===== config.mk =====
export PLATFORM = sky130hd
export DESIGN_NAME = interval_booking_table_unit
export DESIGN_NICKNAME = d
export VERILOG_FILES = /design/src/hw/rtl/ibt_pkg.sv /design/src/hw/rtl/ibt_mem.sv /design/src/hw/rtl/ibt_match.sv /design/src/hw/rtl/interval_booking_table_unit.sv
export SDC_FILE = /design/constraint.sdc
export NUM_CORES = 2
export LEC_CHECK = 0
export BUFFER_PORTS_ARGS = -buffer_cell sky130_fd_sc_hd__buf_2
export CAP_MARGIN = 20
export CORE_ASPECT_RATIO = 1.4
export CORE_MARGIN = 5
export CORE_UTILIZATION = 40
export DETAILED_ROUTE_END_ITERATION = 10
export GPL_ROUTABILITY_DRIVEN = 0
export PLACE_DENSITY = 0.63
export SETUP_SLACK_MARGIN = 0.15
export SYNTH_ARGS = -nofsm -noshare
export SYNTH_HDL_FRONTEND = slang
export SYNTH_HIERARCHICAL = 1
export SYNTH_SLANG_ARGS = --single-unit
export TNS_END_PERCENT = 1

===== constraint.sdc =====
create_clock -name i_clk -period 8.9 [get_ports i_clk]
set_clock_uncertainty 0.05 [all_clocks]
set_input_delay 0.89 -clock i_clk [delete_from_list [all_inputs] [get_ports i_clk]]
set_output_delay 0.89 -clock i_clk [all_outputs]
set_load 0.005 [all_outputs]

===== src/hw/rtl/ibt_pkg.sv =====
package ibt_pkg;

    // Width of each time field on the input stream.
    localparam int FIELD_BITS = 32;

    // Output beat width: accepted flag plus status, padded to a byte.
    localparam int OUT_BITS = 8;

    typedef enum logic [1:0] {
        ST_IDLE,
        ST_SCAN,
        ST_FINISH
    } t_state;

    typedef enum logic [1:0] {
        STATUS_ACCEPTED = 2'd0,
        STATUS_OVERLAP  = 2'd1,
        STATUS_FULL     = 2'd2
    } t_status;

    typedef struct packed {
        logic in_ready;
        logic scan;
        logic commit;
    } t_ctrl;

endpackage


===== src/hw/rtl/ibt_mem.sv =====
module ibt_mem #(
    parameter int DEPTH = 64,
    parameter int AW    = 6,
    parameter int DW    = 64
) (
    input  logic          i_clk,
    input  logic          i_we,
    input  logic [AW-1:0] i_waddr,
    input  logic [DW-1:0] i_wdata,
    input  logic [AW-1:0] i_raddr,
    output logic [DW-1:0] o_rdata
);

    logic [DW-1:0] r_mem [DEPTH];
    logic [DW-1:0] r_rdata;

    always_ff @(posedge i_clk) begin
        if (i_we) begin
            r_mem[i_waddr] <= i_wdata;
        end
    end

    // Registered read.
    always_ff @(posedge i_clk) begin
        r_rdata <= r_mem[i_raddr];
    end

    assign o_rdata = r_rdata;

endmodule


===== src/hw/rtl/ibt_match.sv =====
module ibt_match #(
    parameter int TIME_BITS = 32
) (
    input  logic [TIME_BITS-1:0] i_req_start,
    input  logic [TIME_BITS-1:0] i_req_end,
    input  logic [TIME_BITS-1:0] i_bk_start,
    input  logic [TIME_BITS-1:0] i_bk_end,
    output logic                 o_hit
);

    // Keys are offset binary, so unsigned compares give signed time order.
    logic start_in;
    logic end_in;
    logic covers;

    always_comb begin
        start_in = (i_req_start >= i_bk_start) && (i_req_start <= i_bk_end);
        end_in   = (i_req_end >= i_bk_start) && (i_req_end <= i_bk_end);
        covers   = (i_req_start <= i_bk_start) && (i_req_end >= i_bk_end);
        o_hit    = start_in || end_in || covers;
    end

endmodule


===== src/hw/rtl/interval_booking_table_unit.sv =====
// Interval booking table. Each input beat carries a closed interval
// [start_time, end_time] of signed times; the unit compares it against every
// stored booking and answers with one output beat: accepted (status 0),
// overlap (status 1, the request starts inside, ends inside or covers a
// booking) or table full (status 2, no overlap but MAX_BOOKINGS entries are
// held). Accepted intervals are appended to the table; overlap takes
// precedence over full, and reversed intervals are checked as given. Times
// are the low TIME_BITS bits of each field, sign-extended from bit
// TIME_BITS-1 (zero above bit 31 when TIME_BITS exceeds 32). Bookings live
// in one synchronous memory with a registered read port, scanned one entry
// per cycle, and the scan stops early at the first overlapping entry. One
// request is worked on at a time; the finished result sits in an output
// register, so the next request is taken while that beat waits. After
// reset the table is empty and no clearing pass is needed.
module interval_booking_table_unit #(
    parameter int MAX_BOOKINGS = 64,
    parameter int TIME_BITS    = 32
) (
    input  logic        i_clk,
    input  logic        i_rst_n,
    // Request stream.
    input  logic        i_s_tvalid,
    output logic        o_s_tready,
    // [31:0] start_time, [63:32] end_time
    input  logic [63:0] i_s_tdata,
    // Result stream.
    output logic        o_m_tvalid,
    input  logic        i_m_tready,
    // [0] accepted, [2:1] status, [7:3] zero
    output logic [7:0]  o_m_tdata
);

    import ibt_pkg::*;

    // Count holds 0..MAX_BOOKINGS; address indexes 0..MAX_BOOKINGS-1.
    localparam int CW = $clog2(MAX_BOOKINGS + 1);
    localparam int AW = (MAX_BOOKINGS > 1) ? $clog2(MAX_BOOKINGS) : 1;
    localparam int DW = 2 * TIME_BITS;

    t_state r_state;
    t_state n_state;
    t_ctrl  ctrl;

    logic [TIME_BITS-1:0] r_req_s;
    logic [TIME_BITS-1:0] r_req_e;
    logic [CW-1:0]        r_idx;
    logic                 r_pend;
    logic                 r_hit;
    logic [CW-1:0]        r_count;
    logic                 r_out_valid;
    logic                 r_out_acc;
    t_status              r_out_status;

    logic [FIELD_BITS+TIME_BITS-1:0] ext_s;
    logic [FIELD_BITS+TIME_BITS-1:0] ext_e;
    logic [TIME_BITS-1:0]            key_s;
    logic [TIME_BITS-1:0]            key_e;

    logic [DW-1:0] rd_data;
    logic          mem_we;
    logic          hit_now;
    logic          match_hit;
    logic          issue;
    logic          scan_done;
    logic          out_free;
    logic          table_full;
    t_status       fin_status;

    // Take the low TIME_BITS of each field (zero above the field) and flip
    // the sign bit to get an offset-binary key.
    always_comb begin
        ext_s = {{TIME_BITS{1'b0}}, i_s_tdata[FIELD_BITS-1:0]};
        ext_e = {{TIME_BITS{1'b0}}, i_s_tdata[2*FIELD_BITS-1:FIELD_BITS]};
        key_s = ext_s[TIME_BITS-1:0] ^ {1'b1, {(TIME_BITS-1){1'b0}}};
        key_e = ext_e[TIME_BITS-1:0] ^ {1'b1, {(TIME_BITS-1){1'b0}}};
    end

    // Bookings are stored as {start key, end key}. Writes happen only at the
    // end of a request and reads only during the next scan, so the same entry
    // is never read and written in one cycle.
    ibt_mem #(
        .DEPTH (MAX_BOOKINGS),
        .AW    (AW),
        .DW    (DW)
    ) u_mem (
        .i_clk   (i_clk),
        .i_we    (mem_we),
        .i_waddr (r_count[AW-1:0]),
        .i_wdata ({r_req_s, r_req_e}),
        .i_raddr (r_idx[AW-1:0]),
        .o_rdata (rd_data)
    );

    ibt_match #(
        .TIME_BITS (TIME_BITS)
    ) u_match (
        .i_req_start (r_req_s),
        .i_req_end   (r_req_e),
        .i_bk_start  (rd_data[DW-1:TIME_BITS]),
        .i_bk_end    (rd_data[TIME_BITS-1:0]),
        .o_hit       (match_hit)
    );

    // Scan control: issue one read per cycle while entries remain; the data
    // returned for the previous issue is compared in the same cycle.
    always_comb begin
        issue      = (r_idx != r_count);
        hit_now    = r_pend && match_hit;
        scan_done  = hit_now || (!issue && !r_pend);
        out_free   = !r_out_valid || i_m_tready;
        table_full = (r_count == CW'(MAX_BOOKINGS));
        if (r_hit) begin
            fin_status = STATUS_OVERLAP;
        end else if (table_full) begin
            fin_status = STATUS_FULL;
        end else begin
            fin_status = STATUS_ACCEPTED;
        end
        mem_we = ctrl.commit && (fin_status == STATUS_ACCEPTED);
    end

    // Next state.
    always_comb begin
        n_state = r_state;
        case (r_state)
            ST_IDLE: begin
                if (i_s_tvalid) begin
                    n_state = ST_SCAN;
                end
            end
            ST_SCAN: begin
                if (scan_done) begin
                    n_state = ST_FINISH;
                end
            end
            ST_FINISH: begin
                if (out_free) begin
                    n_state = ST_IDLE;
                end
            end
            default: n_state = ST_IDLE;
        endcase
    end

    // State outputs.
    always_comb begin
        ctrl = '0;
        case (r_state)
            ST_IDLE:   ctrl.in_ready = 1'b1;
            ST_SCAN:   ctrl.scan     = 1'b1;
            ST_FINISH: ctrl.commit   = out_free;
            default:   ctrl = '0;
        endcase
    end

    always_ff @(posedge i_clk) begin
        if (!i_rst_n) begin
            r_state     <= ST_IDLE;
            r_count     <= '0;
            r_idx       <= '0;
            r_pend      <= 1'b0;
            r_hit       <= 1'b0;
            r_out_valid <= 1'b0;
        end else begin
            r_state <= n_state;

            // Latch the request and restart the scan at entry zero.
            if (ctrl.in_ready && i_s_tvalid) begin
                r_idx  <= '0;
                r_pend <= 1'b0;
                r_hit  <= 1'b0;
            end

            // Advance the read pointer; record the first overlapping entry.
            if (ctrl.scan) begin
                r_pend <= issue && !hit_now;
                if (issue) begin
                    r_idx <= r_idx + CW'(1);
                end
                if (hit_now) begin
                    r_hit <= 1'b1;
                end
            end

            // Append on accept; hand the result to the output register.
            if (mem_we) begin
                r_count <= r_count + CW'(1);
            end
            if (ctrl.commit) begin
                r_out_valid <= 1'b1;
            end else if (i_m_tready) begin
                r_out_valid <= 1'b0;
            end
        end
    end

    // Payload registers, no reset.
    always_ff @(posedge i_clk) begin
        if (ctrl.in_ready && i_s_tvalid) begin
            r_req_s <= key_s;
            r_req_e <= key_e;
        end
        if (ctrl.commit) begin
            r_out_status <= fin_status;
            r_out_acc    <= (fin_status == STATUS_ACCEPTED);
        end
    end

    assign o_s_tready = ctrl.in_ready;
    assign o_m_tvalid = r_out_valid;
    assign o_m_tdata  = {{(OUT_BITS-3){1'b0}}, r_out_status, r_out_acc};

endmodule


Yosys cells after proc, flatten, opt, wreduce, memory -nomap -nowiden. Memories as Yosys holds them, arrays and structs flattened. A register that Yosys moved wholly into a read port is not among the register bits. Index checks and enable logic that the tools add are counted.

Flip-flop bits (word level): 86. Bits in writable memories: 4096. Memories kept: 1. Word-level logic and storage cells: 70. Output and inout port bits: 10.

Eq/ne operators: 7. Multiplexer cells: 21. Bitwise gates (word level): 2. Reductions and logical operators: 21. Add/sub/neg operators: 2. Magnitude comparators: 6.

Memories: u_mem.r_mem (depth 64, width 64, rd ports 1, clocked after memory_dff 1, write ports 1, RTL line ibt_mem.sv:14) `logic [DW-1:0] r_mem [DEPTH];`.

Operators with widths (number): $ge 32x32->1 (3); $le 32x32->1 (3); $mux 7 (3); $add 7x1->7 const B (2); $mux 1 (12); $mux 2 (5); $logic_and 1x1->1 (8); $eq 7x7->1 const B (1); $ne 7x7->1 (1); $ne 2x2->1 const B (3); $pmux 2 s3 (1); $logic_not 1->1 (4); $logic_not 2->1 (2); $logic_or 1x1->1 (4); $reduce_bool 2->1 (2); $reduce_and 3->1 (1); $eq 2x1->1 const B (1); $eq 2x2->1 const B (1); $not 1->1 (2).

Longest topological paths before layout.
Depth in word-level cells: 8. Depth in mapped cells: 13.

By module. The synthesis kept the hierarchy.

Modules (own cells, without submodules): ibt_mem (area an instance 156348.7 sq um, cells an instance 6598, instances 1); interval_booking_table_unit (area an instance 3105.5 sq um, cells an instance 196, instances 1); ibt_match (area an instance 3001.6 sq um, cells an instance 392, instances 1).

Least setup slack after synthesis. No wires, ideal clock.

Path kind: register to register. Start: reg r_count[0]. End: mem u_mem.r_mem[48][0], enable pin. Path buffers: 0. Stages on the path, launching flop included: 7. Path slack: 1999 ps. Clock period less this slack: 6901 ps. Data arrival time: 6286 ps. Data required time: 8286 ps. Cell sequence: dfxtp_1 -> inv_1 -> ha_1 -> nor4b_2 -> a2111oi_4 -> nand4b_1 -> nor3_1.

Word-level cells in the longest chain between the ends: 7.

Ends and longest elaborated chain: start, declared (RTL line interval_booking_table_unit.sv:49) `logic [CW-1:0] r_count;`; start signal, assigned (RTL line interval_booking_table_unit.sv:187) `r_count <= r_count + CW'(1);`; $eq 7x7->1 (RTL line interval_booking_table_unit.sv:111) `table_full = (r_count == CW'(MAX_BOOKINGS));`; $mux 2 (RTL line interval_booking_table_unit.sv:114) `end else if (table_full) begin`; $mux 2 (RTL line interval_booking_table_unit.sv:112) `if (r_hit) begin`; $logic_not 2->1 (RTL line interval_booking_table_unit.sv:119) `mem_we = ctrl.commit && (fin_status == STATUS_ACCEPTED);`; $logic_and 1x1->1 (RTL line interval_booking_table_unit.sv:119); net mem_we (RTL line interval_booking_table_unit.sv:60) `logic mem_we;`; $mux 1 (RTL line ibt_mem.sv:18) `if (i_we) begin`; $mux 1 (not written as such) (RTL line ibt_mem.sv:19) `r_mem[i_waddr] <= i_wdata;`; end, declared (RTL line ibt_mem.sv:14).

The timed path passes the listed nets, and every way through them passes these cells.

Final worst setup path.
Start: reg r_count[1]. End: mem u_mem.r_mem[6][36], enable pin.

Same word-level chain as after synthesis.

==> flow_metrics.tcl <==
set metrics [dict create \
    insertion_delay_ps 940 \
    nFillCells 33517 \
    synth_common_cells "edfxtp_1, mux4_2, buf_2" \
    final_nets 7703 \
    met1_usage 0.2555 \
    placement.setup.worst_slack_ps 3531 \
    synth.distinct_cells 57 \
    grt_util_all_layers 0.2033 \
    regToRegSetupSlack_ps 3440 \
    power_per_cell_area_nw_per_um2 213.3 \
    vias_in_the_first_global_route 79750 \
    initial_utilization 0.4006 \
    post_synth_instance_area_um2 162500 \
    critical_path_peak_fanout 37 \
    antenna_found_initial 26 \
    post-cts-setup-buffers 0 \
    io_buffer_count 72 \
    holdPathEnd "r_req_s[7]" \
    hpwlAfterDp_um 255300 \
    timing_max_transition_violations_final 0 \
    antenna_violating_nets_post_route 0 \
    avgViaCountPerCell 5.998 \
    synth.most_common_cell "edfxtp_1" \
    fmax_ghz 0.1832 \
    globalRouteMet3Util 0.03368 \
    synthesis.yosys.warnings 6 \
    die_area_um2 419200 \
    layout-area-overhead-vs-synth_pct 12.09 \
    ctsResizeCount 0 \
    cp_data_arrival_time_ps 5940 \
    routed_wire_length_per_instance_um 33.16 \
    worstPathRequired_ps 9390 \
    cts.reportedPaths.clkPinSlew_ps 60 \
    ctsRootBufferMaster "clkbuf_16" \
    floorplan.core_area_um2 405500 \
    hold_path_class "input port to flip-flop" \
    die_height_um 764.1 \
    synthArstFlopShare 0 \
    hold_path_startpoint "i_s_tdata[7]" \
    synth-main-ff-cell "edfxtp_1" \
    worst_case_clock_buffer_depth 4 \
    fin_cells 13107 \
    placed_area_um2 170400 \
    fin_ws_ps 3442 \
    grt_max_degree 133 \
    worst-r2r-cell-count 8 \
    synth_largest_area_cell "edfxtp_1" \
    max_slew_margin 0.1738 \
    detailedRoute.firstPassIterationCount 6 \
    timing.final.hold_violations 0 \
    netlist_top_cells_area "edfxtp_1, mux4_2, dfxtp_1" \
    synth_seq_area_share 0.7797 \
    critPathKind "flip-flop to flip-flop" \
    dp.cells 12435 \
    run_status "completed" \
    drc 0 \
    global_route.usage.met2 0.3504 \
    grt.busiest_layer "met2" \
    htreeDepth 5 \
    power.ir.vdd_worst_mv 0.2234 \
    cts_sinks 4246 \
    yosys.area.top_type_share 0.7695 \
    drv.max_cap_violation_count 0 \
    worst_setup_path_end_kind "flip-flop" \
    tritoncts "built" \
    final_util 0.4491 \
    cell_count_after_synthesis 7186 \
    setup_repair_after_global_routing_missed_its_margin "no" \
    number_of_buffers_inserted_for_hold_repair_after_clock_tree_synthesis 0 \
    critical_path.reg2reg.endpoint "u_mem/r_mem[6][36]" \
    die_width_um 548.6 \
    report.final.setup_viol 0 \
    postRouteWirelength_um 434600 \
    floorplan.io_pins 78 \
    grt_pass1_wl_um 609600 \
    tightest_slew_ps 1239 \
    syn_avg_cell_area_um2 22.61 \
    finalInstanceArea_um2 182100 \
    hold_depth 1 \
    route.vias.total 78619 \
    finalSetupTns_ps 0 \
    placement_rows 277 \
    drive_gt1_frac 0.2571 \
    synth.ff_latch_count 4246 \
    number_of_clock_buffers_inserted_by_tritoncts 366 \
    detail_route.iter0.violations 9744 \
    global_route.overflow_total 0 \
    synth_edf_count 4163 \
    final_min_period_over_clock_period 0.6133 \
    min_period_ps 5458 \
    worst_r2r_startpoint "r_count[1]" \
    startpoint_type "flip-flop" \
    p_leak_nw 54.44 \
]
worst max path at each step:
stage / start / endpoint / slack (ps) / cells after the start
global route: r_count[1] / u_mem/r_mem[6][35] / 3310 / 8
finish: r_count[1] / u_mem/r_mem[6][36] / 3440 / 8
detailed placement: r_count[1] / u_mem/r_mem[7][36] / 3530 / 7
global placement: r_count[1] / u_mem/r_mem[6][41] / 3500 / 8
floorplan: r_count[0] / u_mem/r_mem[48][0] / 2000 / 6
CTS: r_count[1] / u_mem/r_mem[7][36] / 3540 / 7
worst max-delay path: stages (launching register included):
cell and delay [ps]:
dfxtp_1 610, inv_1 160, ha_1 210, nor4b_2 190, a2111oi_4 850, nor2b_1 350
nand3_1 780, nor2_4 1150, buf_4 650
state kept, by name, indices dropped and copies added, names as in the netlist:
name and flops:
u_mem/r_mem 4096, u_mem/o_rdata 64, r_req_e 32, r_req_s 32
r_count 7, r_idx 7, r_out_status 2, r_state 2
o_m_tvalid 1, r_hit 1, r_out_acc 1, r_pend 1
kinds of logic (layout without fill, tap and decap cells):
| kind of cell | count (synthesis) | in the layout | share of synthesized area |
|---|---|---|---|
| AO/OA/AOI/OAI | 624 | 624 | 0.02864 |
| adder cells (fa/ha/maj) | 131 | 131 | 0.01009 |
| AND/OR/NAND/NOR | 535 | 535 | 0.01692 |
| XOR/XNOR | 13 | 13 | 0.0007009 |
| flip-flops | 4246 | 4246 | 0.7797 |
| buffers and inverters | 475 | 1081 | 0.01349 |
| other | 1 | 15 | 0.00002308 |
| multiplexers | 1161 | 1161 | 0.1504 |
cells in the final DEF (no fill, tap or decap), types with 16 or more instances in the layout:
cell type and n:
clkinv_2 80, or2_2 29, clkinvlp_4 21, a22o_1 88, mux2i_1 137, inv_1 93, clkinv_1 71, and3_1 65
buf_2 73, a22oi_1 168, o22ai_1 84, a41oi_1 26, mux4_2 1024, a2bb2oi_1 20, nor2_4 65, buf_12 23
clkbuf_16 371, or3_1 30, nor2_1 60, o21ai_0 22, nand3_1 66, nand2b_1 16, dfxtp_1 79, nor2b_1 33
ha_1 131, buf_4 230, nand4_1 28, o221ai_1 39, clkbuf_1 56, a211oi_1 69, nand2_1 93, a21oi_1 48
a31oi_1 21, edfxtp_1 4163, bufinv_16 30
power breakdown:
group / total [mW] / internal [mW] / leakage, nW / switching [mW]
combinational: 0.957 / 0.216 / 10.6 / 0.741
clock: 15.7 / 8.62 / 5.69 / 7.11
sequential: 22.2 / 22.1 / 38.1 / 0.0644
metrics by stage:
stage / power [mW] / hold slack [ps]
floorplan: 23.03 / 405.9
global placement: 23.51 / 435.0
detailed placement: 23.55 / 450.9
CTS: 39.12 / 4.345
global route: 39.98 / 38.82
finish: 38.85 / 77.73
layout make-up:
type	count	area (um^2)	area share
multi-input combinational	2469	34170	0.1876
tap	5301	6633	0.03642
timing repair buffer	327	2580	0.01417
clock buffer	436	9618	0.05282
inverter	94	354.1	0.001945
sequential	4246	126700	0.6957
antenna	10	25.02	0.0001374
clock inverter	224	2031	0.01115
per-layer routing:
layer | vias up | part of all wire
met1 | 42625 | 0.36
met2 | 3947 | 0.51
met3 | 825 | 0.079
met5 | - | 0.00012
met4 | 6 | 0.049
li1 | 31216 | -
No activity file was read; power rests on OpenSTA's default activity.
